### src/hw/rtl/isort_pkg.sv
`timescale 1ns / 1ps
// ----------------------------------------------------------------------------
// isort_pkg
// shared beat types and status codes for the insertion sorter
// ----------------------------------------------------------------------------
package isort_pkg;

	localparam int unsigned VALUE_W  = 31;
	localparam int unsigned STATUS_W = 2;

	localparam logic CMD_INSERT = 1'b0;
	localparam logic CMD_TAKE   = 1'b1;

	localparam logic [STATUS_W-1:0] STATUS_OK    = 2'd0;
	localparam logic [STATUS_W-1:0] STATUS_FULL  = 2'd1;
	localparam logic [STATUS_W-1:0] STATUS_EMPTY = 2'd2;

	typedef logic [VALUE_W-1:0] value_t;

	typedef struct packed {
		logic   cmd;
		value_t value;
	} item_t;

	typedef struct packed {
		value_t              result_value;
		logic [STATUS_W-1:0] status;
		logic                store_emptied;
	} result_t;

	// per-cycle operation broadcast along the cell row
	typedef struct packed {
		logic ins_en;
		logic take_en;
	} cell_op_t;

endpackage

### src/hw/rtl/isort_cell.sv
`timescale 1ns / 1ps
// ----------------------------------------------------------------------------
// isort_cell
// one slot of the sorted row: holds a value, shifts right on insert, left on take
// ----------------------------------------------------------------------------
module isort_cell import isort_pkg::*; (
	input  logic     clk,
	input  cell_op_t op,
	input  logic     occupied,
	input  value_t   ins_value,
	input  logic     left_gt,
	input  value_t   left_value,
	input  value_t   right_value,
	output logic     gt,
	output value_t   value
);

	value_t value_q;

	// empty slots behave as larger than anything
	assign gt    = !occupied || (value_q > ins_value);
	assign value = value_q;

	always_ff @(posedge clk) begin
		if (op.ins_en && gt) begin
			// left neighbour also moves up: take its value, else the new one lands here
			value_q <= left_gt ? left_value : ins_value;
		end else if (op.take_en) begin
			value_q <= right_value;
		end
	end

endmodule

### config.mk
export PLATFORM = sky130hd
export DESIGN_NAME = isort_cell
export DESIGN_NICKNAME = d
export VERILOG_FILES = /design/src/hw/rtl/isort_pkg.sv /design/src/hw/rtl/isort_cell.sv
export SDC_FILE = /design/constraint.sdc
export NUM_CORES = 1
export LEC_CHECK = 0
export BUFFER_PORTS_ARGS = -buffer_cell sky130_fd_sc_hd__buf_4
export CAP_MARGIN = 20
export CORE_UTILIZATION = 40
export CTS_BUF_LIST = sky130_fd_sc_hd__clkbuf_2 sky130_fd_sc_hd__clkbuf_4 sky130_fd_sc_hd__clkbuf_8
export DETAILED_ROUTE_END_ITERATION = 7
export HOLD_SLACK_MARGIN = 0.1
export PLACE_DENSITY = 0.74
export SETUP_SLACK_MARGIN = 0.5
export SLEW_MARGIN = 0
export SYNTH_ARGS = -nofsm -noshare
export SYNTH_HDL_FRONTEND = slang
export SYNTH_SLANG_ARGS = --single-unit
export TNS_END_PERCENT = 20
### constraint.sdc
create_clock -name clk -period 4.5 [get_ports clk]
set_input_delay 1.35 -clock clk [delete_from_list [all_inputs] [get_ports clk]]
set_output_delay 1.35 -clock clk [all_outputs]
set_load 0.01 [all_outputs]
Word level (Yosys, flattened, before mapping)
Cells that the tools add are included.
{ "totals": {"ff_bits": 31, "inputBits": 98, "elab_cells": 9} }
{ "classes": {"magnitude_cmp": 1, "mux": 3, "reduce_logical": 4} }
{ "ops": {"columns": ["operator", "n"], "rows": [
  ["31-bit 2-to-1 mux", 3],
  ["31-bit greater-than comparator", 1],
  ["2-bit nonzero test", 1],
  ["1-bit logical AND", 1],
  ["1-bit zero test", 1],
  ["1-bit logical OR", 1]
]} }

Depth between registers and ports, before layout
Gate-level depths: netlist (run 1).
{ "depth": {"ltp_word": 4, "ltp_mapped": 10} }

Least setup slack after synthesis (run 1)
Ideal clock, no wire load.
{ "synth_timing": {"path_kind": "input port to output port", "from": "input port ins_value[2]", "to": "output port gt", "t_arrival_ps": 3043, "required_ps": 3150, "path_slack_ps": 107, "cell_stages": 10, "path_buffers": 2, "cell_sequence": "inv_1 -> ha_1 -> a21oi_1 -> a21oi_1 -> o31a_1 -> o41ai_2 -> and2_1 -> buf_4 -> buf_8 -> o21ai_1"} }
{ "synth_between": {"elab_chain_len": 2} }
{ "synth_lines": {"columns": ["item", "line_no", "text"], "rows": [
  ["start: declaration", "isort_cell.sv:10", "input value_t ins_value,"],
  ["31-bit greater-than comparator", "isort_cell.sv:21", "assign gt = !occupied || (value_q > ins_value);"],
  ["1-bit logical OR", "isort_cell.sv:21", null],
  ["end: declaration", "isort_cell.sv:14", "output logic gt,"]
]} }
No other way between the ends.

Final worst setup path (run 1)
{ "layout_timing": {"from": "input port ins_value[4]", "to": "output port gt"} }
Same word-level chain as after synthesis.

==> run metrics, run 1 <==
library cells used by synthesis 33; CTS tree done; commonest cells after routing, fill and taps aside buf_4, a21oi_1, nand3_1, nand2_1, nor2_1; LEAKAGE 2.10 nW; worst rel slew slack 63.4%; worst slew pin tran 0.548 ns; number of synthesized flops with an enable pin 31; ratio of cells with drive above 1 in the final layout 40.6%; Reg power frac 33.5%; grt ovf 0; Gate power share 48.7%; Synth Area in Compound Gates 26.1%; Hold Path End value[30]; CP max-delay cell ha_1; # IOs 130; met2 Use GR 43.4%; YS warnings 0; Avg Inst Size Synth 8.52 µm²; Clk network pwr share 17.8%; top_reg_cell synth edfxtp_1; Synth Area in Adders 11.5%; Detailed Route WL 10.8 mm; Fmax achieved 230 MHz; cell breakdown of the critical path buf_4, inv_1, ha_1, a211oi_2, nor2_1, o31a_1, o41ai_4, and2_4, o21ai_4, buf_6; die width 93.7 µm; fin util 57.5%; htree depth 2; Vias/cell 5.63; MaxCap Viol Count 0; first-pass GRT wire length 16.9 mm; critical path class primary input to primary output; Die Height 93.7 µm; delay-heaviest family, CP compound AO/OA/AOI/OAI gates; Final #Nets 643; hold depth 5; fraction of registers with async set/reset 0%; post-synthesis sequential area ratio 27.7%; M1 GR Usage 30.9%; Switching Fraction 38.1%; Iter 0 DRT Violations 192; TritonCTS Buffers 5; post-synth top area cell edfxtp_1; mapped cell area 3370 µm²; startpoint types primary input; Antenna Nets Post-Route 0; final setup fails 0; beginning of the worst hold path value[14]; total core area 8180 µm²; CP arrival 3.01 ns; Worst Path Required 3.15 ns; CP peak stage delay 0.30 ns; sw power 0.484 mW; initial antenna violation count 0; CP Capture Type primary output; dpl hpwl 7.57 mm; clk buf depth 2; P&R area growth vs syn 39.7%; Synth Area in Simple Gates 17.0%; hold-fix buffer count after cts 0; Initial Utilization 41.2%; ant diodes 0; largest net degree at the start of global routing 35; top post-synthesis cells by area edfxtp_1, a211oi_2, ha_1; worst path bufs/invs 3; final-report max-slew violation count 0; Most Crowded Layer GR met2; Worst-Skew Late Latency 0.29 ns; maximum vdd ir drop 0.129 mV; XOR/XNOR Fraction of Synth Area 0%; PD cells 270 nW/µm²; synthesized netlist cell count 395; GPL Wtd Cong 0.849; met3 Track Usage GR 5.58%; commonest non-fill, non-tap cell in the layout buf_4; WL/cell 17.4 µm; Reg2Reg Capture Point value[25]; vias in the first global route 3516; multiplexer share of the synthesized area 9.22%; All-Layer GR Usage 24.9%; Vias 3492; RSZ-0062 raised after global routing true; worst clock skew 0.00949 ns; residual DRC count 0; Root Driver clkbuf_8; Tmin final 4.36 ns; Fin. Hold Viols 0; outcome finished, final reports clean; clock sinks 31; final period utilization 96.8%; Hold Crit Class register to register; top cell type's share of synthesized area 27.7%; R2R depth 10; Pre-Repair DR Iteration Count 4; worst-path fanout max 2; reg-to-reg slack, setup 1.60 ns; setup_tns 0 ns; post-synthesis register bit count 31; P_int 0.786 mW; RR Startpoint value[20]; Post-Syn Nets 524; Die ar. 8790 µm²; PortBufs 129; max reg flops 31; largest family of logic cells by synthesized area compound AO/OA/AOI/OAI gates; row count 33; Clock Pin Slew Worst Setup and Hold Paths 0.07 ns
==> metal layers <==
layer / vias to the layer above / share of wire, %
met5: - / 0
met2: 171 / 49
met4: 0 / 0.92
met3: 12 / 9.0
met1: 1633 / 41
li1: 1676 / -
==> synth_stat cells, types with 3 or more instances <==
library cell,instances
a21oi_1,44
nand2_1,35
nand3_1,35
nor2_1,34
a211oi_2,32
inv_1,32
o21ai_0,32
edfxtp_1,31
ha_1,31
mux2i_1,31
clkbuf_1,17
buf_2,6
nand4_1,6
buf_8,3
o21ai_1,3
==> cell type report <==
type	instances	area, µm²
Fill cell	724	3470
Multi-Input combinational cell	302	2340
Timing Repair Buffer	142	1090
Sequential cell	31	931
Tap cell	105	131
Inverter	32	125
Clock buffer	5	68.8
Clock inverter	3	15.0
==> repair_timing <==
item / in CTS / in global routing
gates resized for setup: 2 / 10
gates cloned: 0 / 0
setup buffers: 1 / 1
pin swaps: 3 / 10
setup endpoints to repair: 1 / 1
==> power by group through the flow <==
stage	clock, mW	sequential (mW)	combinational (mW)
final	0.226	0.426	0.619
after global placement	0	0.433	0.580
after floorplan	0	0.449	0.358
after detailed placement	0	0.432	0.600
after global routing	0.241	0.431	0.674
after CTS	0.228	0.426	0.604
==> worst min-delay path: stages, from the launching register on <==
cell and delay [ns]:
edfxtp_1 0.36, ha_1 0.22, o41ai_4 0.11, buf_4 0.26, a21oi_1 0.20, a211oi_1 0.06
==> metrics by stage <==
stage          power [mW]  instances  instance area [µm²]  hold WS [ns]  worst slack, ns
2_1_floorplan       0.807        395                 3530          1.04            0.188
3_3_place_gp         1.01        609                 4540          1.31            0.125
3_5_place_dp         1.03        609                 4540          1.33           0.0688
4_1_cts              1.26        618                 4640          1.36            0.162
5_1_grt              1.35        620                 4700          1.42            0.109
6_report             1.27        620                 4700          1.37            0.144
==> cells by family (layout without fill, tap and decap cells) <==
group	after synthesis	after routing
AOI/OAI and AO/OA	120	120
adders and majority gates	31	31
buffers and inverters	62	182
DFF	31	31
muxes	31	31
and+or+nand+nor	120	120
==> worst max-delay path by stage <==
stage / startpoint / endpoint / slack [ns] / cells past startpoint
after detailed placement: ins_value[18] / gt / 0.07 / 9
final: ins_value[4] / gt / 0.14 / 10
after CTS: ins_value[4] / gt / 0.16 / 10
after floorplan: ins_value[2] / gt / 0.19 / 10
after global routing: ins_value[22] / gt / 0.11 / 10
after global placement: ins_value[17] / gt / 0.12 / 9
Power figures use the tool's default switching activity.
==> run 2: changes to the inputs <==
Settings changed: ABC_CLOCK_PERIOD_IN_PS set to 4500, BUFFER_PORTS_ARGS -buffer_cell sky130_fd_sc_hd__buf_4 to not set, DONT_BUFFER_PORTS set to 1, MAX_ROUTING_LAYER set to met4, PLACE_DENSITY 0.74 to 0.6.
==> run 2 against run 1 <==
  * Critical path depth is 3 lower
  * Sequential power is 7.7% higher
  * Non-clock buffer count is 132 lower
==> run metrics, run 2 (synthesized netlist as in run 1, its figures left out) <==
startpoint types primary input; CP max-delay cell nor4_4; Pre-Repair DR Iteration Count 5 (+1); worst rel slew slack 53.6% (-9.8 points); Final #Nets 511 (-21%); Die ar. 8790 µm² (unchanged); final period utilization 91.8% (-5.0 points); clock sinks 31 (unchanged); CP arrival 2.78 ns (-0.23 ns); largest net degree at the start of global routing 35 (unchanged); max reg flops 31 (unchanged); P&R area growth vs syn 9.85%; Tmin final 4.13 ns (-0.225 ns); setup_tns 0 ns (unchanged); row count 33 (unchanged); CTS tree done; Initial Utilization 41.2% (unchanged); Design Area, Final 3700 µm² (-21%); critical path class primary input to primary output; worst-path fanout max 3 (+1); htree depth 2 (unchanged); worst clock skew 0.00247 ns (-0.00702 ns); Clk network pwr share 20.1% (+2.3 points); PD cells 297 nW/µm² (+10%); RR Startpoint value[17]; ant diodes 0 (unchanged); WL/cell 20.8 µm (+20%); initial antenna violation count 0 (unchanged); Antenna Nets Post-Route 0 (unchanged); Gate power share 38.2% (-11 points); clk buf depth 2 (unchanged); worst path bufs/invs 1 (-2); MaxCap Viol Count 0 (unchanged); grt ovf 0 (unchanged); Placed Area 3590 µm² (-21%); crit path capture gt; final setup fails 0 (unchanged); sw power 0.423 mW (-13%); Iter 0 DRT Violations 134 (-30%); CP Capture Type primary output; Switching Fraction 38.5% (+0.36 points); Reg2Reg Capture Point value[0]; GPL Wtd Cong 0.843 (-0.68%); commonest non-fill, non-tap cell in the layout a21oi_1; maximum vdd ir drop 0.110 mV (-14%); ratio of cells with drive above 1 in the final layout 18.4% (-22 points); dpl hpwl 7.11 mm (-6.1%); total core area 8180 µm² (unchanged); outcome finished, final reports clean; R2R depth 8 (-2); PortBufs 0 (-100%); CP peak stage delay 0.44 ns (+0.14 ns); Fin. Hold Viols 0 (unchanged); RSZ-0062 raised after global routing true; Clock Pin Slew Worst Setup and Hold Paths 0.07 ns (about the same); first-pass GRT wire length 15.5 mm (-8.0%); Hold Crit Class primary input to register; worst slew pin tran 0.692 ns (+0.143 ns); Die Height 93.7 µm (unchanged); TritonCTS Buffers 5 (unchanged); instance count on the critical path 7 (-3); final-report max-slew violation count 0 (unchanged); Vias 2994 (-14%); LEAKAGE 1.45 nW (-31%); residual DRC count 0 (unchanged); vias in the first global route 3072 (-13%); Detailed Route WL 10.1 mm (-6.2%); Fmax achieved 242 MHz (+5.5%); Worst Path Required 3.15 ns (about the same); reg-to-reg slack, setup 1.50 ns (-0.10 ns); fin util 45.2% (-12 points); # IOs 130 (unchanged); Worst-Skew Late Latency 0.28 ns (about the same); P_int 0.677 mW (-14%); WHS 1.37 ns (+0.000120 ns); die width 93.7 µm (unchanged); Reg power frac 41.7% (+8.2 points); All-Layer GR Usage 23.9% (-0.97 points); cell breakdown of the critical path inv_1, ha_1, nand4_1, nor4_4, o41ai_4, and2_4, o21ai_4; commonest cells after routing, fill and taps aside a21oi_1, nand3_1, nand2_1; overall power 1.10 mW (-13%); Root Driver clkbuf_8; Vias/cell 6.16 (+9.4%); crit path from ins_value[17]; delay-heaviest family, CP simple AND/OR/NAND/NOR gates
-- run 2: cell types whose count changed in the layout (fill, tap and decap cells not counted), sizes merged --
cell	previous run	this run
buf	142	10
clkinv	3	0
clkbuf	5	6
-- run 2: repair_timing --
| action | 4_1_cts | 5_1_grt |
|---|---|---|
| pin swaps | 2 | 4 |
| hold buffers | 0 | 0 |
| resized for setup | 1 | 2 |
| setup endpoints to repair | 1 | 1 |
| buffers inserted | 0 | 1 |
-- run 2: worst min-delay path by stage --
| stage | startpoint | to | slack (ns) | cells after the start |
|---|---|---|---|---|
| after floorplan | value[14] | value[30] | 1.04 | 4 |
| after global placement | value[14] | value[30] | 1.41 | 5 |
| after detailed placement | value[14] | value[30] | 1.41 | 5 |
| after CTS | right_value[30] | value[30] | 1.37 | 2 |
| after global routing | right_value[5] | value[5] | 1.39 | 2 |
| final | right_value[30] | value[30] | 1.37 | 2 |
-- run 2: final cells by class --
type                       instances  area [µm²]
tap                              105         131
fill                             809        4480
inverter                          32         120
timing repair buffer              10        95.1
sequential                        31         931
multi-input combinational        302        2340
clock buffer                       6        76.3
-- run 2: through the flow --
stage / setup slack [ns] / std cells
2_1_floorplan: 0.188 / 395
3_3_place_gp: 0.359 / 478
3_5_place_dp: 0.302 / 479
4_1_cts: 0.364 / 485
5_1_grt: 0.275 / 486
6_report: 0.370 / 486
-- run 2: worst register-to-register path, delay by kind of cell, from the launching register on --
kind                       cells  cell delay [ns]
AOI/OAI and AO/OA              3             0.52
adders and majority gates      1             0.35
buffers and inverters          2             0.69
DFF                            1             0.47
and+or+nand+nor                2             0.61
-- run 2: layer usage --
metal,global-route usage [%],part of all wire [%],up-vias
li1,-,-,1407
met1,28.4,40,1441
met2,40.2,50,135
met3,6.31,8.7,11
met4,6.15,1.4,0
met5,-,0,-
-- run 2: power by group through the flow --
stage               combinational [mW]  sequential [mW]  clock (mW)
floorplan                        0.358            0.449           0
global placement                 0.402            0.463           0
detailed placement               0.415            0.465           0
CTS                              0.418            0.459       0.225
global route                     0.470            0.465       0.240
finish                           0.420            0.459       0.221
